[config.mk]
export PLATFORM = sky130hd
export DESIGN_NAME = base64_text_decoder
export DESIGN_NICKNAME = d
export VERILOG_FILES = /design/src/design/b64d_pkg.sv /design/src/design/b64d_core.sv /design/src/design/b64d_fifo.sv /design/src/design/base64_text_decoder.sv
export SDC_FILE = /design/constraint.sdc
export NUM_CORES = 1
export LEC_CHECK = 0
export ABC_AREA = 0
export ABC_CLOCK_PERIOD_IN_PS = 14400
export BUFFER_PORTS_ARGS = -buffer_cell sky130_fd_sc_hd__buf_2
export CAP_MARGIN = 20
export CORE_ASPECT_RATIO = 1.5
export CORE_MARGIN = 1
export CORE_UTILIZATION = 65
export DETAILED_ROUTE_END_ITERATION = 10
export PLACE_DENSITY_LB_ADDON = 0.05
export SYNTH_ARGS = -nofsm -noshare
export SYNTH_HDL_FRONTEND = slang
export SYNTH_HIERARCHICAL = 1
export SYNTH_SLANG_ARGS = --single-unit
[constraint.sdc]
create_clock -name clk -period 14.4 [get_ports clk]
set_input_delay 0 -clock clk [delete_from_list [all_inputs] [get_ports clk]]
set_output_delay 0 -clock clk [all_outputs]
set_load 0.01 [all_outputs]
[src/design/b64d_pkg.sv]
// Shared types for the base64 text decoder.
package b64d_pkg;

	typedef enum logic [1:0] {
		ST_DATA     = 2'd0,
		ST_BAD_LEN  = 2'd1,
		ST_OVERFLOW = 2'd2
	} status_t;

	typedef struct packed {
		logic [7:0] data_byte;
		status_t    status;
		logic       end_of_run;
	} result_t;

	localparam int unsigned MAX_RES = 3;

	typedef struct packed {
		logic [1:0]              count;
		result_t [MAX_RES-1:0]   entry;
	} step_t;

endpackage

[src/design/b64d_core.sv]
// Character decode, group assembly, run state and capacity checks.
module b64d_core #(
	parameter int COUNT_BITS = 16
) (
	input  logic            clk,
	input  logic            arst_n,
	input  logic            cfg_valid,
	input  logic [15:0]     cfg_data,
	input  logic            item_fire,
	input  logic [7:0]      char_s1,
	input  logic            final_s1,
	output b64d_pkg::step_t step
);
	import b64d_pkg::*;

	localparam logic [7:0]  PAD_CHAR  = 8'h3D;
	localparam logic [15:0] CAP_RESET = 16'd256;
	localparam int          CW        = ((COUNT_BITS > 16) ? COUNT_BITS : 16) + 2;
	localparam logic [CW-1:0] CNT_MAX = {{(CW-COUNT_BITS){1'b0}}, {COUNT_BITS{1'b1}}};

	function automatic logic [5:0] sextet_of(input logic [7:0] c);
		logic [7:0] d;
		begin
			d = 8'd0;
			if (c >= "A" && c <= "Z") d = c - 8'd65;
			else if (c >= "a" && c <= "z") d = c - 8'd71;
			else if (c >= "0" && c <= "9") d = c + 8'd4;
			else if (c == "+" || c == "-" || c == ".") d = 8'd62;
			else if (c == "/" || c == "," || c == "_") d = 8'd63;
			return d[5:0];
		end
	endfunction

	logic [17:0]           acc_q, acc_nx;
	logic [1:0]            gp_q, gp_nx;
	logic [1:0]            tp_q, tp_nx;
	logic [COUNT_BITS-1:0] dc_q, dc_nx;
	logic                  ovf_q, ovf_nx;
	logic [15:0]           cap_q;

	logic [5:0]    sx;
	logic [1:0]    pad_nx;
	logic [23:0]   word;
	logic [3:0]    fits;
	logic [CW-1:0] dc_w, cap_w;
	logic [1:0]    nb;
	logic [1:0]    n_emit;

	assign sx    = sextet_of(char_s1);
	assign word  = {acc_q, sx};
	assign dc_w  = CW'(dc_q);
	assign cap_w = CW'(cap_q);

	// fits[k]: k more bytes plus the terminator still fit
	always_comb begin
		for (int k = 0; k < 4; k++) begin
			fits[k] = (dc_w + CW'(k) <= CNT_MAX) && (dc_w + CW'(k) + CW'(1) <= cap_w);
		end
	end

	always_comb begin
		if (char_s1 == PAD_CHAR) begin
			if (gp_q == 2'd0) pad_nx = 2'd1;
			else if (tp_q == 2'd3) pad_nx = 2'd3;
			else pad_nx = tp_q + 2'd1;
		end else begin
			pad_nx = 2'd0;
		end
	end

	assign nb = 2'd3 - pad_nx;
	assign n_emit = ovf_q ? 2'd0 : (2'(fits[1]) + 2'(fits[2]) + 2'(fits[3]));

	always_comb begin
		step   = '0;
		acc_nx = acc_q;
		gp_nx  = gp_q;
		tp_nx  = pad_nx;
		dc_nx  = dc_q;
		ovf_nx = ovf_q;
		for (int i = 0; i < MAX_RES; i++) begin
			step.entry[i].data_byte  = word[23-8*i -: 8];
			step.entry[i].status     = ST_DATA;
			step.entry[i].end_of_run = 1'b0;
		end
		if (gp_q != 2'd3) begin
			acc_nx = {acc_q[11:0], sx};
			gp_nx  = gp_q + 2'd1;
			if (final_s1) begin
				step.count               = 2'd1;
				step.entry[0].data_byte  = 8'h00;
				step.entry[0].status     = ST_BAD_LEN;
				step.entry[0].end_of_run = 1'b1;
				acc_nx = '0;
				gp_nx  = '0;
				tp_nx  = '0;
				dc_nx  = '0;
				ovf_nx = 1'b0;
			end
		end else begin
			acc_nx = '0;
			gp_nx  = '0;
			if (!final_s1) begin
				step.count = n_emit;
				dc_nx      = dc_q + COUNT_BITS'(n_emit);
				ovf_nx     = ovf_q || !fits[3];
			end else begin
				if (ovf_q || !fits[nb]) begin
					step.count               = 2'd1;
					step.entry[0].data_byte  = 8'h00;
					step.entry[0].status     = ST_OVERFLOW;
					step.entry[0].end_of_run = 1'b1;
				end else begin
					step.count = nb;
					for (int i = 0; i < MAX_RES; i++) begin
						step.entry[i].end_of_run = (2'(i + 1) == nb);
					end
				end
				tp_nx  = '0;
				dc_nx  = '0;
				ovf_nx = 1'b0;
			end
		end
	end

	always_ff @(posedge clk or negedge arst_n) begin
		if (!arst_n) begin
			acc_q <= '0;
			gp_q  <= '0;
			tp_q  <= '0;
			dc_q  <= '0;
			ovf_q <= 1'b0;
			cap_q <= CAP_RESET;
		end else begin
			if (item_fire) begin
				acc_q <= acc_nx;
				gp_q  <= gp_nx;
				tp_q  <= tp_nx;
				dc_q  <= dc_nx;
				ovf_q <= ovf_nx;
			end
			if (cfg_valid) begin
				cap_q <= cfg_data;
			end
		end
	end

endmodule

[src/design/b64d_fifo.sv]
// Four-entry result queue, up to three pushes and one pop per cycle.
module b64d_fifo (
	input  logic                clk,
	input  logic                arst_n,
	input  b64d_pkg::step_t     push,
	output logic [2:0]          free_cnt,
	output logic                head_valid,
	input  logic                head_ready,
	output b64d_pkg::result_t   head
);
	import b64d_pkg::*;

	localparam int DEPTH = 4;
	localparam int AW    = $clog2(DEPTH);

	result_t        mem_q [DEPTH];
	logic [AW-1:0]  wr_q, rd_q;
	logic [AW:0]    cnt_q;
	logic           pop;

	assign head_valid = (cnt_q != '0);
	assign head       = mem_q[rd_q];
	assign pop        = head_valid && head_ready;
	assign free_cnt   = 3'(DEPTH) - 3'(cnt_q);

	always_ff @(posedge clk) begin
		for (int i = 0; i < MAX_RES; i++) begin
			if (2'(i) < push.count) begin
				mem_q[wr_q + AW'(i)] <= push.entry[i];
			end
		end
	end

	always_ff @(posedge clk or negedge arst_n) begin
		if (!arst_n) begin
			wr_q  <= '0;
			rd_q  <= '0;
			cnt_q <= '0;
		end else begin
			wr_q  <= wr_q + AW'(push.count);
			rd_q  <= rd_q + AW'(pop);
			cnt_q <= cnt_q + (AW+1)'(push.count) - (AW+1)'(pop);
		end
	end

endmodule

[src/design/base64_text_decoder.sv]
// Base64 text decoder top level.
// Usage:
//  - Input channel (in_valid/in_ready, text_char, final_char): one character per
//    transfer; final_char marks the last character of a string.
//  - Output channel (out_valid/out_ready, data_byte, status, end_of_run): one
//    decoded byte or one error status per transfer; end_of_run flags the last
//    result of a string.
//  - Config channel (cfg_valid/cfg_ready, cfg_data): writes the capacity in bytes,
//    terminator included; always ready. Write only while the decoder is idle.
//  - Throughput: one character per cycle sustained; each fourth character yields
//    up to three bytes, drained one per cycle from a four-entry result queue.
//  - Path: a character is held in the input register, and its results are then
//    written to the result queue; a result can leave as soon as it is offered.
//  - A character waits in the input register until the queue has room for all
//    of its results; a stalled receiver therefore backs up into in_ready.
//  - Reset clears run state and the queue, and sets capacity to 256.
module base64_text_decoder #(
	parameter int COUNT_BITS = 16
) (
	input  logic        clk,
	input  logic        arst_n,
	input  logic        cfg_valid,
	output logic        cfg_ready,
	input  logic [15:0] cfg_data,
	input  logic        in_valid,
	output logic        in_ready,
	input  logic [7:0]  text_char,
	input  logic        final_char,
	output logic        out_valid,
	input  logic        out_ready,
	output logic [7:0]  data_byte,
	output logic [1:0]  status,
	output logic        end_of_run
);
	import b64d_pkg::*;

	logic       valid_s1;
	logic [7:0] char_s1;
	logic       final_s1;
	step_t      step, push;
	logic [2:0] free_cnt;
	logic       adv;
	result_t    head;

	assign cfg_ready = 1'b1;
	assign adv       = valid_s1 && (3'(step.count) <= free_cnt);
	assign in_ready  = !valid_s1 || adv;

	always_comb begin
		push = step;
		if (!adv) push.count = 2'd0;
	end

	always_ff @(posedge clk or negedge arst_n) begin
		if (!arst_n) begin
			valid_s1 <= 1'b0;
		end else if (in_ready) begin
			valid_s1 <= in_valid;
		end
	end

	always_ff @(posedge clk) begin
		if (in_ready && in_valid) begin
			char_s1  <= text_char;
			final_s1 <= final_char;
		end
	end

	b64d_core #(
		.COUNT_BITS(COUNT_BITS)
	) u_core (
		.clk       (clk),
		.arst_n    (arst_n),
		.cfg_valid (cfg_valid),
		.cfg_data  (cfg_data),
		.item_fire (adv),
		.char_s1   (char_s1),
		.final_s1  (final_s1),
		.step      (step)
	);

	b64d_fifo u_fifo (
		.clk        (clk),
		.arst_n     (arst_n),
		.push       (push),
		.free_cnt   (free_cnt),
		.head_valid (out_valid),
		.head_ready (out_ready),
		.head       (head)
	);

	assign data_byte  = head.data_byte;
	assign status     = 2'(head.status);
	assign end_of_run = head.end_of_run;

endmodule
# Word-level counts from Yosys, hierarchy flattened
# Memories as Yosys holds them, arrays and structs flattened.
# Index checks and enable logic that the tools add are counted.
# classes
shifts	0
reduce_logical	23
n_mul	0
add_sub_neg	22
div_mod_pow	0
magnitude_cmp	19
eq_ne	13
muxes	43
n_bitwise	0
# op_table
cell	n
18-bit by 16-bit less-or-equal comparator with 1-bit output	4
18-bit by 1-bit adder with 18-bit output (second input constant)	3
18-bit by 16-bit less-or-equal comparator with 1-bit output (second input constant)	3
8-bit by 6-bit == test with 1-bit output (second input constant)	6
16-bit two-way mux	3
18-bit two-way mux	2
16-bit by 2-bit adder with 17-bit output (second input constant)	2
6-bit two-way mux	5
11-bit two-way mux	2
2-bit two-way mux	11
16-bit by 1-bit adder with 17-bit output (second input constant)	1
1-bit two-way mux	17
16-bit by 2-bit adder with 16-bit output	1
8-bit by 7-bit greater-or-equal comparator with 1-bit output (second input constant)	2
16-bit less-or-equal comparator (second input constant)	1
8-bit by 7-bit less-or-equal comparator with 1-bit output (second input constant)	2
12-bit two-way mux	1
1-bit logical AND	10
10-bit two-way mux	1
8-bit by 7-bit == test with 1-bit output (second input constant)	1
8-bit by 6-bit greater-or-equal comparator with 1-bit output (second input constant)	1
8-bit by 6-bit less-or-equal comparator with 1-bit output (second input constant)	1
1-bit logical OR	7
2-bit by 1-bit adder with 2-bit output (second input constant)	3
other kinds (24)	30
# totals
mem_count	1
output_inout_bits	14
latch_bits	0
ff_bits	72
mem_bits_ro	0
ramBits	44
input_bits	30
wordCells	133
# mem_list
memory	depth	width	rd	rd_ports_with_merged_regs	write_ports	line	source
u_fifo.mem_q	4	11	1	0	3	b64d_fifo.sv:16	result_t mem_q [DEPTH];

# Logic depth before layout (Yosys ltp)
# depth
ltp_word	18
mapped_depth	35
depth_no_buf	32

# Hierarchy
# Netlist, hierarchy kept.
# by_module_without_submodules
mod	cells_per_inst	seq_area_each_um2	area_per_inst_um2	n_inst
b64d_core	814	1377.6	6570.1	1
b64d_fifo	309	1496.4	2995.4	1
base64_text_decoder	25	295.3	410.4	1

# Worst setup path after synthesis
# OpenSTA, ideal clock, no wires.
# synth_path
path_kind	register -> register
start	register u_core.dc_q[1]
end	memory u_fifo/mem_q[2][0] in the netlist's numbering (enable)
arrival_time_ns	6.541
synth_period_minus_slack_ns	6.938
stages_incl_launch_ff	31
setup_slack_ns	7.462
t_required_ns	14.003
setup_ns	0.397
n_path_buf	3
path_cell_list	dfrtp_1 inv_1 ha_1 a21oi_1 buf_2 xnor2_1 nor4_1 nand3b_1 or3_1 xor2_1 ha_1 and4_1 nand4_1 o32a_1 a21oi_1 nand2_1 inv_1 fa_1 nor2b_1 and2_1 o32a_1 inv_1 ha_1 nor2b_4 o21ai_1 and3_1 buf_2 buf_4 o21a_1 nor2_1 a211oi_1
# synth_rtl
element	line	source
start, declared	b64d_core.sv:37	logic [COUNT_BITS-1:0] dc_q, dc_nx;
start signal, assigned	b64d_core.sv:139	dc_q <= dc_nx;
end, declared	b64d_fifo.sv:16	

==> results.txt <==
The number of rows in the core area came out at 55. CTS placed an instance of clkbuf_16 at the clock tree root. The fraction of registers with async set or reset after synthesis came out at 54.3%. The post-synthesis area per instance came out at 8.69 um2. The total global-route track usage is 39.1%. In the final routing, the length of wire on met1 measures 9860 um.

For this design, the slowest cell found on the critical path is a21oi_1. The tool flagged a number of max-cap violations equal to 0. Among all flip-flop cells after synthesis, the most frequent one is dfrtp_1. The total area of sequential cells is 3170 um2. In this run, CTS created clock tree buffers numbering 17.

The floorplan die area is 15,900 um2. The leakage component of the power came out at 0.00460 uW. The number of antenna violations at the first check in global routing came to 0. The transition time at the pin with the least slew margin is 1.18 ns. The net switching power figure is 608 uW. The final number of max-transition violations came to 0. The time the worst path needs with I/O delays and setup is 8.60 ns.

The logic gate share of total power is 38.1%. The number of filler cells placed in the layout is 1,194. The number of levels the H-tree was split into is 4. Setup repair after global routing left no endpoint under its margin. The sequential fraction of the synthesis area came out at 31.8%.

The clock input transition at the sequential cells of the worst setup and hold paths is 0.06 ns. The combined area of the multi-input logic cells is 6130 um2. The number of diodes added for antenna fixing came out at 0.

Power spread over the standard cell area amounts to 139 nW/um2. The post-detailed-route wirelength per cell came out at 21.2 um. Timing would allow up to 116 MHz. The post-layout instance count excluding filler cells is 1,381. The die span in y is 154 um. The total number of yosys warnings is 6. The initial core utilization came out at 66.2%. After synthesis the cells add up to 9980 um2. The flow ran to the end, and the final reports show no timing, DRC or antenna violations. The kind of critical path is reg2reg. The via count of the first global-routing pass came out at 8,907.

The floorplan die width came out at 103 um. The final RePlAce weighted congestion is 1.02. The count of flip-flops with a built-in enable after synthesis is 53. Dividing the detail-routed via count by the number of cells gives 6.35. Per report_power, the clock group accounts for 26.5% of the total. The path class of the tightest hold or removal check is in2reg. The part of the total power dissipated in sequential elements came out at 35.3%.

The core footprint came out at 15,100 um2. The final global-route overflow total came out at 0. The peak fanout along the critical path came out at 18.

The top routing layer in use is met4. The later pin in the worst-skew pair is clocked with a latency of 0.42 ns. The critical path capture point type is a flip-flop. After detailed routing, the number of remaining DRC violations is 0. The count of nets left with antenna violations once routing finished came out at 0. The relative area change from synthesis to final layout is 9.48%. The final count of negative-setup-slack endpoints is 0. The synthesis-stage register bit count came out at 116. The share of final-layout standard cells stronger than drive strength 1 came out at 10.2%. At the worst endpoint, the arrival time is 8.88 ns. For this run, the post-layout net count is 1,293. Detailed routing placed a total of 1780 um of wire on met3.

The final hold violation count is 0. The routed wire length is 29,300 um. Grouping stages by cell kind, the critical path spends the most delay in simple AND/OR/NAND/NOR gates. The stage delay of the slowest cell on the critical path came out at 0.74 ns. The number of standard cells after synthesis is 1,148.

The switching share of power is 40.2%. The relative slew slack came out at 20.9%. The buffer levels on the longest clock path is 2.

The violation count after the first detailed-route iteration came out at 529. The clock sink count came out at 116. TritonCTS built the clock tree.

The number of iterations in the first detailed-routing pass came out at 5. The internal power contribution is 906 uW. The number of buffer cells added on primary ports came out at 42. The total met2 wirelength after detailed routing came out at 15,200 um. For this block, the via count after detailed routing is 8,770. The first global-routing pass estimated 45,500 um of wire. The setup TNS after final layout is 0 ns. The maximum number of pins on one net before global-route repair came out at 64. The worst clock skew on the final layout is 0.0141 ns.

The detailed-placement wirelength estimate is 21,000 um. For this design the top-level I/O count stands at 44. The count of cells resized by post-cts repair is 0. STA puts the critical path data required time at 14.68 ns.

The worst setup path is launched from a flip-flop. The worst-case vdd ir drop came out at 0.000113 V. The count of cell types in the netlist came out at 84. The total buffers and inverters traversed by the critical path came out at 3. Counting tap cells, the placed design contains a total of 1,317 instances. The final worst-path cycle share came out at 59.7%.
==> area by class of cell <==
type / instances / share of cell area (%)
Multi-Input combinational cell: 888 / 56.1
Inverter: 66 / 2.27
Timing Repair Buffer: 80 / 5.21
Clock inverter: 15 / 1.20
Tap cell: 199 / 2.28
Clock buffer: 17 / 3.90
Sequential cell: 116 / 29.0
==> power groups by stage <==
stage          registers (uW)  clock network [uW]  logic [uW]
3_3_place_gp              534                   0         536
5_1_grt                   545                 422         632
4_1_cts                   533                 406         561
3_5_place_dp              538                   0         551
2_1_floorplan             472                   0         456
6_report                  535                 402         577
==> repair_timing <==
item | in CTS | in global routing
setup endpoints to repair | 0 | 0
buffers inserted | 0 | 0
hold endpoints to repair | 90 | 0
hold buffers | 28 | 0
==> sequential cells by signal (all words and copies together) (netlist names) <==
register and flops:
u_core/dc_q 16, u_core/acc_q 18, final_s1 1, u_core/tp_q 2
u_core/ovf_q 1, u_fifo/rd_q 2, u_fifo/mem_q 44, u_core/cap_q 16
u_fifo/wr_q 2, char_s1 8, valid_s1 1, u_fifo/cnt_q 3
u_core/gp_q 2
==> tightest hold or removal path, stage by stage <==
cell and delay (ns):
buf_2 0.26, nand2_1 0.11, o21ai_0 0.07
==> per-layer routing <==
| metal | vias up | global-route usage (%) |
|---|---|---|
| met2 | 394 | 68.3 |
| met3 | 137 | 8.86 |
| li1 | 4144 | - |
| met1 | 4095 | 37.5 |
| met5 | - | 0 |
| met4 | 0 | 33.5 |
==> synthesized netlist by cell type, drive strengths merged, types with 3 or more instances <==
master,number,area (um2)
nand2,171,642
nor2,95,357
ha,91,1140
xnor2,72,631
inv,66,248
dfrtp,62,1550
buf,61,375
o21ai,59,295
edfxtp,53,1590
a31oi,48,300
a21oi,36,184
nor3,30,155
nand4,26,208
xor2,26,228
nand3,25,135
clkbuf,20,75.1
nor4,18,128
nor2b,15,101
and3,12,75.1
a21o,11,82.6
mux4,11,248
a22o,10,87.6
o211ai,9,72.6
o32ai,9,78.8
and2,8,50.1
nand3b,8,60.1
o21a,8,60.1
a211oi,6,45.0
and3b,6,52.6
nand2b,5,31.3
and4,4,35.0
mux2i,4,40.0
nand4b,4,41.3
a2bb2oi,3,26.3
fa,3,60.1
nor4bb,3,30.0
o311ai,3,26.3
or3,3,18.8
or3b,3,26.3
or4,3,26.3
==> worst paths after layout <==
check                                         endpoint  depth (start not counted)  slack (ns)                        from
max                        u_core/dc_q[15]$_DFFE_PN0P_                         30        5.80  u_core/dc_q[1]$_DFFE_PN0P_
min                        u_core/cap_q[8]$_DFFE_PN1P_                          3        0.04                   cfg_valid
max reg2reg                u_core/dc_q[15]$_DFFE_PN0P_                         30        5.80  u_core/dc_q[1]$_DFFE_PN0P_
min reg2reg                  u_fifo/cnt_q[2]$_DFF_PN0_                          1        0.48   u_fifo/cnt_q[2]$_DFF_PN0_
max in group asynchronous  u_core/dc_q[14]$_DFFE_PN0P_                          3       13.51                      arst_n
min in group asynchronous  u_core/cap_q[1]$_DFFE_PN0P_                          3        0.29                      arst_n
==> stage by stage <==
| stage | cell area [um2] | hold WS (ns) | setup WS (ns) | util, % | total power, uW |
|---|---|---|---|---|---|
| 2_1_floorplan | 9990 | -0.296 | 7.46 | - | 927 |
| 3_3_place_gp | 10000 | 0.177 | 6.30 | 66.6 | 1070 |
| 3_5_place_dp | 10100 | 0.178 | 6.00 | 66.7 | 1090 |
| 4_1_cts | 10900 | 0.0313 | 5.98 | 72.2 | 1500 |
| 5_1_grt | 10900 | 0.0822 | 5.13 | 72.5 | 1600 |
| 6_report | 10900 | 0.0371 | 5.80 | 72.5 | 1510 |
==> cell usage in the layout (no fill, tap or decap), types with 4 or more instances in the layout <==
master	instances
nor2_1	95
edfxtp_1	53
mux4_2	11
xnor2_1	72
nand2_1	171
buf_4	8
and3_1	12
conb_1	5
a21o_1	11
inv_1	66
dlygate4sd3_1	28
ha_1	91
clkinvlp_4	5
nand4_1	23
xor2_1	26
a21oi_1	35
a31oi_1	48
nor2b_1	14
o32ai_1	9
o21a_1	8
clkbuf_16	17
nand3_1	23
o211ai_1	8
clkinv_2	4
buf_2	42
nand2b_1	5
nor3_1	29
and2_1	7
dfrtp_1	62
mux2i_1	4
nand3b_1	8
and4_1	4
o21ai_0	56
a22o_1	10
a211oi_1	4
nor4_1	17
and3b_1	6
==> cell families (layout without fill, tap and decap cells) <==
group,Yosys count,after routing,share of synthesized area (%)
fa+ha+maj,94,94,12.0
buf+inv,147,178,7.00
xor+xnor,98,98,8.60
other cells,2,5,0.0753
compound gates,227,227,15.0
mux,16,16,3.00
simple gates,448,448,22.6
flops,116,116,31.8
No activity file was read; power rests on OpenSTA's default activity.
